### config.mk
export PLATFORM = sky130hd
export DESIGN_NAME = ppbs_cell
export DESIGN_NICKNAME = d
export VERILOG_FILES = /design/src/ppbs_pkg.sv /design/src/ppbs_cell.sv
export SDC_FILE = /design/constraint.sdc
export NUM_CORES = 1
export LEC_CHECK = 0
export ABC_AREA = 1
export BUFFER_PORTS_ARGS = -buffer_cell sky130_fd_sc_hd__buf_4
export CAP_MARGIN = 30
export CELL_PAD_IN_SITES_DETAIL_PLACEMENT = 0
export CELL_PAD_IN_SITES_GLOBAL_PLACEMENT = 2
export CORE_UTILIZATION = 27
export CTS_BUF_LIST = sky130_fd_sc_hd__clkbuf_4
export DETAILED_ROUTE_END_ITERATION = 7
export PLACE_DENSITY = 0.9
export SLEW_MARGIN = 20
export SYNTH_ARGS = -nofsm -noshare
export SYNTH_HDL_FRONTEND = slang
export SYNTH_SLANG_ARGS = --single-unit
### constraint.sdc
create_clock -name i_clk -period 2.3 [get_ports i_clk]
set_input_delay 0.115 -clock i_clk [delete_from_list [all_inputs] [get_ports i_clk]]
set_output_delay 0.115 -clock i_clk [all_outputs]
set_load 0.02 [all_outputs]
### src/ppbs_pkg.sv
// Shared types and constants for the priority burst scheduler.
// No dependencies; used by the cell, the top level and the checker.
`timescale 1ns / 1ps
`default_nettype none

package ppbs_pkg;

    localparam int unsigned MAX_TASKS_DEF  = 16;
    localparam int unsigned MAX_BURSTS_DEF = 64;

    localparam int unsigned OP_W    = 2;
    localparam int unsigned SLOT_W  = 4;
    localparam int unsigned ID_W    = 16;
    localparam int unsigned TIME_W  = 32;
    localparam int unsigned BURST_W = 16;
    localparam int unsigned COUNT_W = 5;

    typedef enum logic [OP_W-1:0] {
        OP_LOAD   = 2'd0,
        OP_APPEND = 2'd1,
        OP_TICK   = 2'd2,
        OP_NOP    = 2'd3
    } t_op;

    // Priority and completion signals passed from cell to cell.
    typedef struct packed {
        logic taken;
        logic all_done;
    } t_chain;

endpackage

`default_nettype wire

### src/ppbs_cell.sv
// One task slot: header, burst fill/position, ready time and done flag.
// Depends on ppbs_pkg (t_chain, widths).
`timescale 1ns / 1ps
`default_nettype none

module ppbs_cell #(
    parameter int unsigned IDX = 0,
    parameter int unsigned SW  = 4,
    parameter int unsigned FW  = 7,
    parameter int unsigned NW  = 5,
    parameter int unsigned MB  = 64
) (
    input  wire logic                         i_clk,
    input  wire logic                         i_rst_n,
    input  wire logic                         i_load,
    input  wire logic                         i_append,
    input  wire logic [ppbs_pkg::SLOT_W-1:0]  i_slot,
    input  wire logic [ppbs_pkg::ID_W-1:0]    i_task_id,
    input  wire logic [ppbs_pkg::TIME_W-1:0]  i_arrival,
    input  wire logic                         i_commit,
    input  wire logic [SW-1:0]                i_sel,
    input  wire logic                         i_upd_fin,
    input  wire logic                         i_upd_io,
    input  wire logic [ppbs_pkg::TIME_W-1:0]  i_upd_ready,
    input  wire logic [FW-1:0]                i_upd_pos,
    input  wire logic [ppbs_pkg::TIME_W-1:0]  i_now,
    input  wire logic [NW-1:0]                i_active_n,
    input  wire ppbs_pkg::t_chain             i_chain,
    output ppbs_pkg::t_chain                  o_chain,
    output logic                              o_grant,
    output logic [ppbs_pkg::ID_W-1:0]         o_id,
    output logic [ppbs_pkg::TIME_W-1:0]       o_arrival,
    output logic [FW-1:0]                     o_pos,
    output logic [FW-1:0]                     o_fill,
    output logic [FW-1:0]                     o_fill_slot
);
    import ppbs_pkg::*;

    logic [ID_W-1:0]   r_id;
    logic [TIME_W-1:0] r_ready;
    logic [TIME_W-1:0] r_arrival;
    logic [FW-1:0]     r_fill;
    logic [FW-1:0]     r_pos;
    logic              r_done;

    logic w_match, w_mine, w_active, w_elig, w_done_after;

    assign w_match  = (int'(i_slot) == IDX);
    assign w_mine   = i_commit && (int'(i_sel) == IDX);
    assign w_active = (int'(i_active_n) > IDX);
    assign w_elig   = w_active && !r_done && (r_ready <= i_now);
    assign w_done_after = r_done || (w_mine && i_upd_fin);

    assign o_grant          = w_elig && !i_chain.taken;
    assign o_chain.taken    = i_chain.taken || w_elig;
    assign o_chain.all_done = i_chain.all_done && (w_done_after || !w_active);

    assign o_id        = o_grant ? r_id      : '0;
    assign o_arrival   = o_grant ? r_arrival : '0;
    assign o_pos       = o_grant ? r_pos     : '0;
    assign o_fill      = o_grant ? r_fill    : '0;
    assign o_fill_slot = w_match ? r_fill    : '0;

    always_ff @(posedge i_clk) begin
        if (!i_rst_n) begin
            r_id      <= '0;
            r_ready   <= '0;
            r_arrival <= '0;
            r_fill    <= '0;
            r_pos     <= '0;
            r_done    <= 1'b0;
        end else if (i_load && w_match) begin
            r_id      <= i_task_id;
            r_ready   <= i_arrival;
            r_arrival <= i_arrival;
            r_fill    <= '0;
            r_pos     <= '0;
            r_done    <= 1'b0;
        end else if (i_append && w_match) begin
            if (int'(r_fill) < MB) begin
                r_fill <= FW'(int'(r_fill) + 1);
            end
        end else if (w_mine) begin
            if (i_upd_fin) begin
                r_done <= 1'b1;
            end else if (i_upd_io) begin
                r_ready <= i_upd_ready;
                r_pos   <= i_upd_pos;
            end
        end
    end

endmodule

`default_nettype wire

==> results of run 1 <==
-- layer usage --
metal / vias up / track usage [%]
met4: 0 / 4.68
li1: 2761 / -
met2: 126 / 32.0
met5: - / 0
met3: 16 / 4.92
met1: 2396 / 23.2
-- logic make-up (layout without fill, tap and decap cells) --
kind of cell / after synthesis / in the layout / share of synthesized area (%)
AOI/OAI and AO/OA: 172 / 172 / 19.2
adders and majority gates: 33 / 33 / 8.64
and+or+nand+nor: 218 / 218 / 19.2
DFF: 95 / 95 / 39.8
buffers and inverters: 149 / 464 / 13.1
-- state kept, by name (all words and copies together) (netlist names) --
name / flops
r_ready: 32
r_pos: 7
r_fill: 7
r_id: 16
r_arrival: 32
r_done: 1
-- Yosys cell counts --
| cell | number |
|---|---|
| a31oi_1 | 14 |
| buf_2 | 16 |
| nand3_4 | 1 |
| dfxtp_1 | 95 |
| inv_2 | 3 |
| nor2_1 | 105 |
| nor3_2 | 1 |
| nand2_4 | 3 |
| o21ai_0 | 79 |
| or2_2 | 1 |
| nand3_1 | 21 |
| a21o_1 | 1 |
| o22ai_1 | 14 |
| o41ai_2 | 1 |
| a22oi_1 | 1 |
| inv_1 | 113 |
| buf_4 | 1 |
| nand2_2 | 4 |
| nand2_1 | 75 |
| o21a_1 | 2 |
| nand4_1 | 2 |
| buf_6 | 6 |
| nor3_1 | 3 |
| a21oi_1 | 60 |
| ha_1 | 33 |
| nor2_4 | 1 |
| nor3b_1 | 1 |
| clkbuf_1 | 10 |
-- area by class of cell --
cell class                      count  area [um^2]  area share [%]
Clock buffer                       13         97.6            1.17
Clock inverter                      3         20.0           0.239
Inverter                          116          435            5.20
Multi-Input combinational cell    423         2650            31.7
Sequential cell                    95         1920            23.0
Tap cell                          225          282            3.37
Timing Repair Buffer              332         2950            35.3
-- where the power goes --
group | total, mW | leakage [nW] | switching (mW) | internal [mW]
Combinational | 0.725 | 2.89 | 0.315 | 0.410
Sequential | 1.69 | 0.775 | 0.0156 | 1.68
Clock | 0.856 | 0.0656 | 0.585 | 0.271
-- timing repair --
item                       CTS  global route
pin swaps                   11            14
hold endpoints to repair    88             2
setup endpoints to repair   64            64
gates resized for setup     61            57
hold buffers               101             1
buffers inserted             1             4
cloned                       2             1
-- critical path, delay by kind of cell, from the launching register on --
kind	cells	cell delay, ns
and+or+nand+nor	6	0.49
adders and majority gates	1	0.29
DFF	1	0.35
buffers and inverters	3	0.45
AOI/OAI and AO/OA	3	0.37
-- worst paths after layout --
kind,from,cells past startpoint,endpoint
max,r_ready[27],13,o_fill[5]
min,i_sel[1],6,r_done
max reg2reg,r_fill[0],6,r_fill[5]
min reg2reg,r_id[2],2,r_id[2]
-- metrics by stage --
stage / setup TNS [ns] / setup slack [ns]
final: -11.35 / -0.235
after global routing: -23.42 / -0.411
after CTS: -14.94 / -0.313
after detailed placement: 0 / 0.244
after global placement: 0 / 0.268
after floorplan: 0 / 0.472
==> metrics.yaml, run 1 <==
io_buffers: 212
tightestPinTransition_ns: 0.590
synth.top_cells.by_area: "dfxtp_1 40%, inv_1 8.9%, ha_1 8.6%, o21ai_0 8.3%, nor2_1 8.2%"
netlist.area_leader.share_pct: 39.8
min_period_ns: 2.53
reg2reg_slack_ns: 0.89
dr_total_vias: 5299
worstSetupStartpointType: "register"
areaGrowthSynthToFinish_pct: 75.0
firstDrtPassIters: 4
yosys_warnings: 0
nets: 1151
wl_met3_um: 868
fin_skew_ns: 0.0136
grt_pass1_vias: 5127
synth.distinct_cells: 28
core_um2: 17300
synth.avg_cell_area_um2: 7.17
crit_path_end_kind: "output port"
critPathRequiredTime_ns: 2.18
grt_max_degree: 37
layout_setup_ws_ns: -0.235
rsz0062_at_grt: "yes"
finalSetupViolations: 64
ys_seq_area_share_pct: 39.8
rows: 48
wl_met1_um: 7740
worstPathArrival_ns: 2.42
h-tree-depth: 3
max_stage_delay_ns: 0.35
final_cell_count_no_fill: 1207
synthesis.area_um2: 4780
placed_area_um2: 6580
clk_pin_slew_worst_paths_ns: 0.14
hp-class: "in -> reg"
ir_worst_vdd_v: 0.000247
dieArea_um2: 18200
crit_path_top_delay_cell: "dfxtp_1"
p_per_area_nw_per_um2: 391
syn_inst: 667
drive_gt1_share_pct: 33.9
period_share_pct: 110
clockBufferDepth: 2
violations: "negative setup slack"
most-common-layout-cells: "200 x buf_4, 112 x inv_1, 102 x dlygate4sd3_1"
slew_violations: 0
ant_nets: 0
antenna_found_initial: 0
start_util_pct: 27.6
grt_pass1_wl_um: 26300
synth-seq-cells: 95
synth_largest_area_cell: "dfxtp_1"
clockRootBuffer: "clkbuf_4"
finalWirelength_um: 17200
hold_violations: 0
finish.instance_area_um2: 8370
final_util_pct: 48.4
clock_latency_ns: 0.46
p_leak_nw: 3.73
die_h_um: 135
wl_met2_um: 8300
wl_per_cell_um: 14.2
die_w_um: 135
grt_overflow: 0
io_pins: 213
outcome: "complete, but fails checks"
drcViolationCount: 0
whs_ns: 0.0454
slew_headroom_pct: 60.7
path_max_fanout: 7
fill_cells: 1735
cp_common_cell: "nand2_1"
vias_per_cell: 4.39
grt_usage_pct: 18.7
n_antenna_cell: 0
dp.cells: 1080
first_iter_violations: 146
cts.sinks: 95
finalPower_mw: 3.27
max_cap_viol_count: 0
gp_congestion: 0.737
dpl.hpwl_um: 11600
critPathKind: "reg -> out"
worstPathCellList: "ha_1 > a21oi_1 > o21ai_0 > nand2_1 > nand2_1 > a21oi_2 > nand2_1 > nand2_2 > nand3_4 > buf_12 > clkbuf_16 > nor2_2 > buf_6"
cts_tree: "built"
layout_commonest_cell: "buf_4"
max_freq_ghz: 0.395
cts_buffers: 9
synth_fp_nets: 841
top_layer: "met4"
(Power assumes the default switching activity.)
==> inputs of run 2 (changes only) <==
--- a/config.mk
+++ b/config.mk
@@ -13,7 +13,7 @@
 export CORE_UTILIZATION = 27
 export CTS_BUF_LIST = sky130_fd_sc_hd__clkbuf_4
 export DETAILED_ROUTE_END_ITERATION = 7
-export PLACE_DENSITY = 0.9
+export PLACE_DENSITY = 0.88
 export SLEW_MARGIN = 20
 export SYNTH_ARGS = -nofsm -noshare
 export SYNTH_HDL_FRONTEND = slang
==> run 2 against run 1 <==
The flow still finishes with violations (negative setup slack). Via count increased by 1.2%. Clock power increased by 38%. Register-to-register slack got worse by 0.04 ns. Critical endpoint is now o_id[10]. Hold slack improved by 0.0084 ns. First-iteration DRC count decreased by 6.2%. Non-clock buffer count increased by 5. Fmax decreased by 1.3%. Setup slack got worse by 0.033 ns. Sequential share of layout area decreased by 1.6 points.
==> metrics.yaml, run 2 (same netlist as run 1, synthesis figures left out) <==
biggestRegsByFlops: "r_arrival: 32 flops, r_ready: 32 flops, r_id: 16 flops"
grt_pass1_wl_um: 27300  # +3.7%
areaGrowthSynthToFinish_pct: 88.8
p_leak_nw: 3.87  # +3.7%
regToRegEndpoint: "r_fill[5]"
first_iter_violations: 137  # -6.2%
drcViolationCount: 0  # unchanged
gp_congestion: 0.745  # +1.1%
dr_total_vias: 5363  # +1.2%
cts_buffers: 9  # unchanged
start_util_pct: 27.6  # unchanged
hold_start: "i_append"
cts_tree: "built"
crit_path_end_kind: "output port"
dp.cells: 1082  # +0.19%
violations: "negative setup slack"
vias_per_cell: 4.42  # +0.71%
ir_worst_vdd_v: 0.000310  # +25%
grt_pass1_vias: 5330  # +4.0%
reg2reg_slack_ns: 0.85  # -0.04 ns
comb_power_share_pct: 22.6  # +0.5 points
clk_pin_slew_worst_paths_ns: 0.15  # about the same
core_um2: 17300  # unchanged
reg2reg_from: "r_fill[0]"
firstDrtPassIters: 4  # unchanged
io_pins: 213  # unchanged
min_period_ns: 2.57  # +0.0330 ns
grt_overflow: 0  # unchanged
cts.sinks: 95  # unchanged
fill_cells: 1690  # -2.6%
fin_skew_ns: 0.00156  # -0.0121 ns
finalPower_mw: 3.71  # +13%
worstSetupStartpointType: "register"
hold_violations: 0  # unchanged
setup_tns_ns: -13.80  # -2.45 ns
worstRegToRegCells: 6  # unchanged
clockRootBuffer: "clkbuf_4"
intPower_mw: 2.70  # +15%
grt_usage_pct: 19.6  # +0.87 points
max_cap_viol_count: 0  # unchanged
die_h_um: 135  # unchanged
h-tree-depth: 3  # unchanged
clock_latency_ns: 0.46  # about the same
most-common-layout-cells: "163 x buf_4, 111 x inv_1, 101 x dlygate4sd3_1"
min_to: "r_fill[1]"
rsz0062_at_grt: "yes"
antenna_found_initial: 1  # +1
period_share_pct: 112  # +1.4 points
outcome: "complete, but fails checks"
finalSetupViolations: 63  # -1.6%
tightestPinTransition_ns: 0.580  # -0.00997 ns
switching_power_mw: 1.01  # +10%
clockBufferDepth: 2  # unchanged
slew_headroom_pct: 61.3  # +0.67 points
rows: 48  # unchanged
critPathRequiredTime_ns: 2.18  # about the same
hp-class: "in -> reg"
layout_setup_ws_ns: -0.268  # -0.0330 ns
worstPathArrival_ns: 2.45  # +0.03 ns
wl_per_cell_um: 15.3  # +7.6%
die_w_um: 135  # unchanged
path_max_fanout: 6  # -1
layout_commonest_cell: "buf_4"
ant_nets: 0  # unchanged
slew_violations: 0  # unchanged
max_freq_ghz: 0.389  # -1.3%
finalWirelength_um: 18600  # +8.1%
p_sw_share_pct: 27.1  # -0.82 points
critPathKind: "reg -> out"
grt_max_degree: 47  # +27%
drive_gt1_share_pct: 38.9  # +5.0 points
min_path_cells: 5  # -1
power_frac_seq_pct: 45.7  # -6.0 points
final_cell_count_no_fill: 1213  # +0.50%
io_buffers: 212  # unchanged
dieArea_um2: 18200  # unchanged
p_per_area_nw_per_um2: 411  # +5.1%
clock_power_share_pct: 31.8  # +5.6 points
nets: 1156  # +0.43%
dpl.hpwl_um: 11500  # -0.58%
[run 2: changes by cell type in the layout (fill, tap and decap cells not counted), moves of 5 or more]
cell / change
buf_4: -37
buf_16: +6
nor2_1: -32
nand2_2: +5
buf_6: +39
nor2_2: -8
nor2_4: +40
dfxtp_2: +5
[run 2: timing repair]
item,CTS,global route
gates cloned,6,2
pin swaps,14,21
resized for setup,149,104
endpoints found under the hold margin,88,0
setup buffers,5,2
setup endpoints to repair,64,65
hold buffers,101,0
[run 2: worst max-delay path by stage]
stage | end | startpoint | slack (ns) | cells past startpoint
floorplan | o_fill[0] | r_ready[21] | 0.47 | 11
global placement | o_arrival[13] | r_ready[15] | 0.13 | 12
finish | o_id[10] | r_ready[21] | -0.27 | 12
detailed placement | o_arrival[13] | r_ready[15] | 0.13 | 12
global route | o_arrival[10] | r_ready[9] | -0.46 | 15
CTS | o_pos[4] | r_ready[9] | -0.32 | 15
[run 2: stage by stage]
stage | setup WS [ns] | util (%) | hold WS, ns | instance area (um^2)
2_1_floorplan | 0.472 | - | 0.277 | 4780
3_3_place_gp | 0.130 | 37.9 | 0.378 | 6550
3_5_place_dp | 0.133 | 38.0 | 0.379 | 6580
4_1_cts | -0.319 | 49.4 | 0.0158 | 8550
5_1_grt | -0.460 | 52.2 | 0.0449 | 9020
6_report | -0.268 | 52.2 | 0.0537 | 9020
[run 2: power by group through the flow]
stage	Sequential, mW	Clock, mW	Combinational (mW)
after floorplan	1.72	0	0.227
after global placement	1.72	0	0.481
after detailed placement	1.73	0	0.488
after CTS	1.69	1.22	0.768
after global routing	1.70	1.29	0.903
final	1.70	1.18	0.837
[run 2: metal layers]
metal  global-route usage (%)  vias to the layer above  wire [um]
met1                     24.4                     2440       8140
met2                     33.2                      119       9260
met3                     3.53                       26        742
met4                     7.87                        0        412
li1                         -                     2778          -
met5                        0                        -          0
[run 2: final cells by class]
cell class | count | area (um^2) | share of cell area (%)
timing repair buffer | 337 | 3240 | 35.9
clock buffer | 10 | 75.1 | 0.832
clock inverter | 6 | 109 | 1.21
antenna | 1 | 2.50 | 0.0277
sequential | 95 | 1930 | 21.3
inverter | 116 | 435 | 4.83
multi-input combinational | 423 | 2960 | 32.8
tap | 225 | 282 | 3.12
[run 2: critical path: stages (launching register included)]
cell and delay [ns]:
dfxtp_2 0.36, ha_4 0.27, nand2_1 0.06, nor2_2 0.12, nand4_1 0.14, nor2_2 0.16
nand2_1 0.08, nand2_2 0.09, nand3_4 0.11, buf_8 0.18, clkbuf_16 0.18, nor2_4 0.11
buf_6 0.11
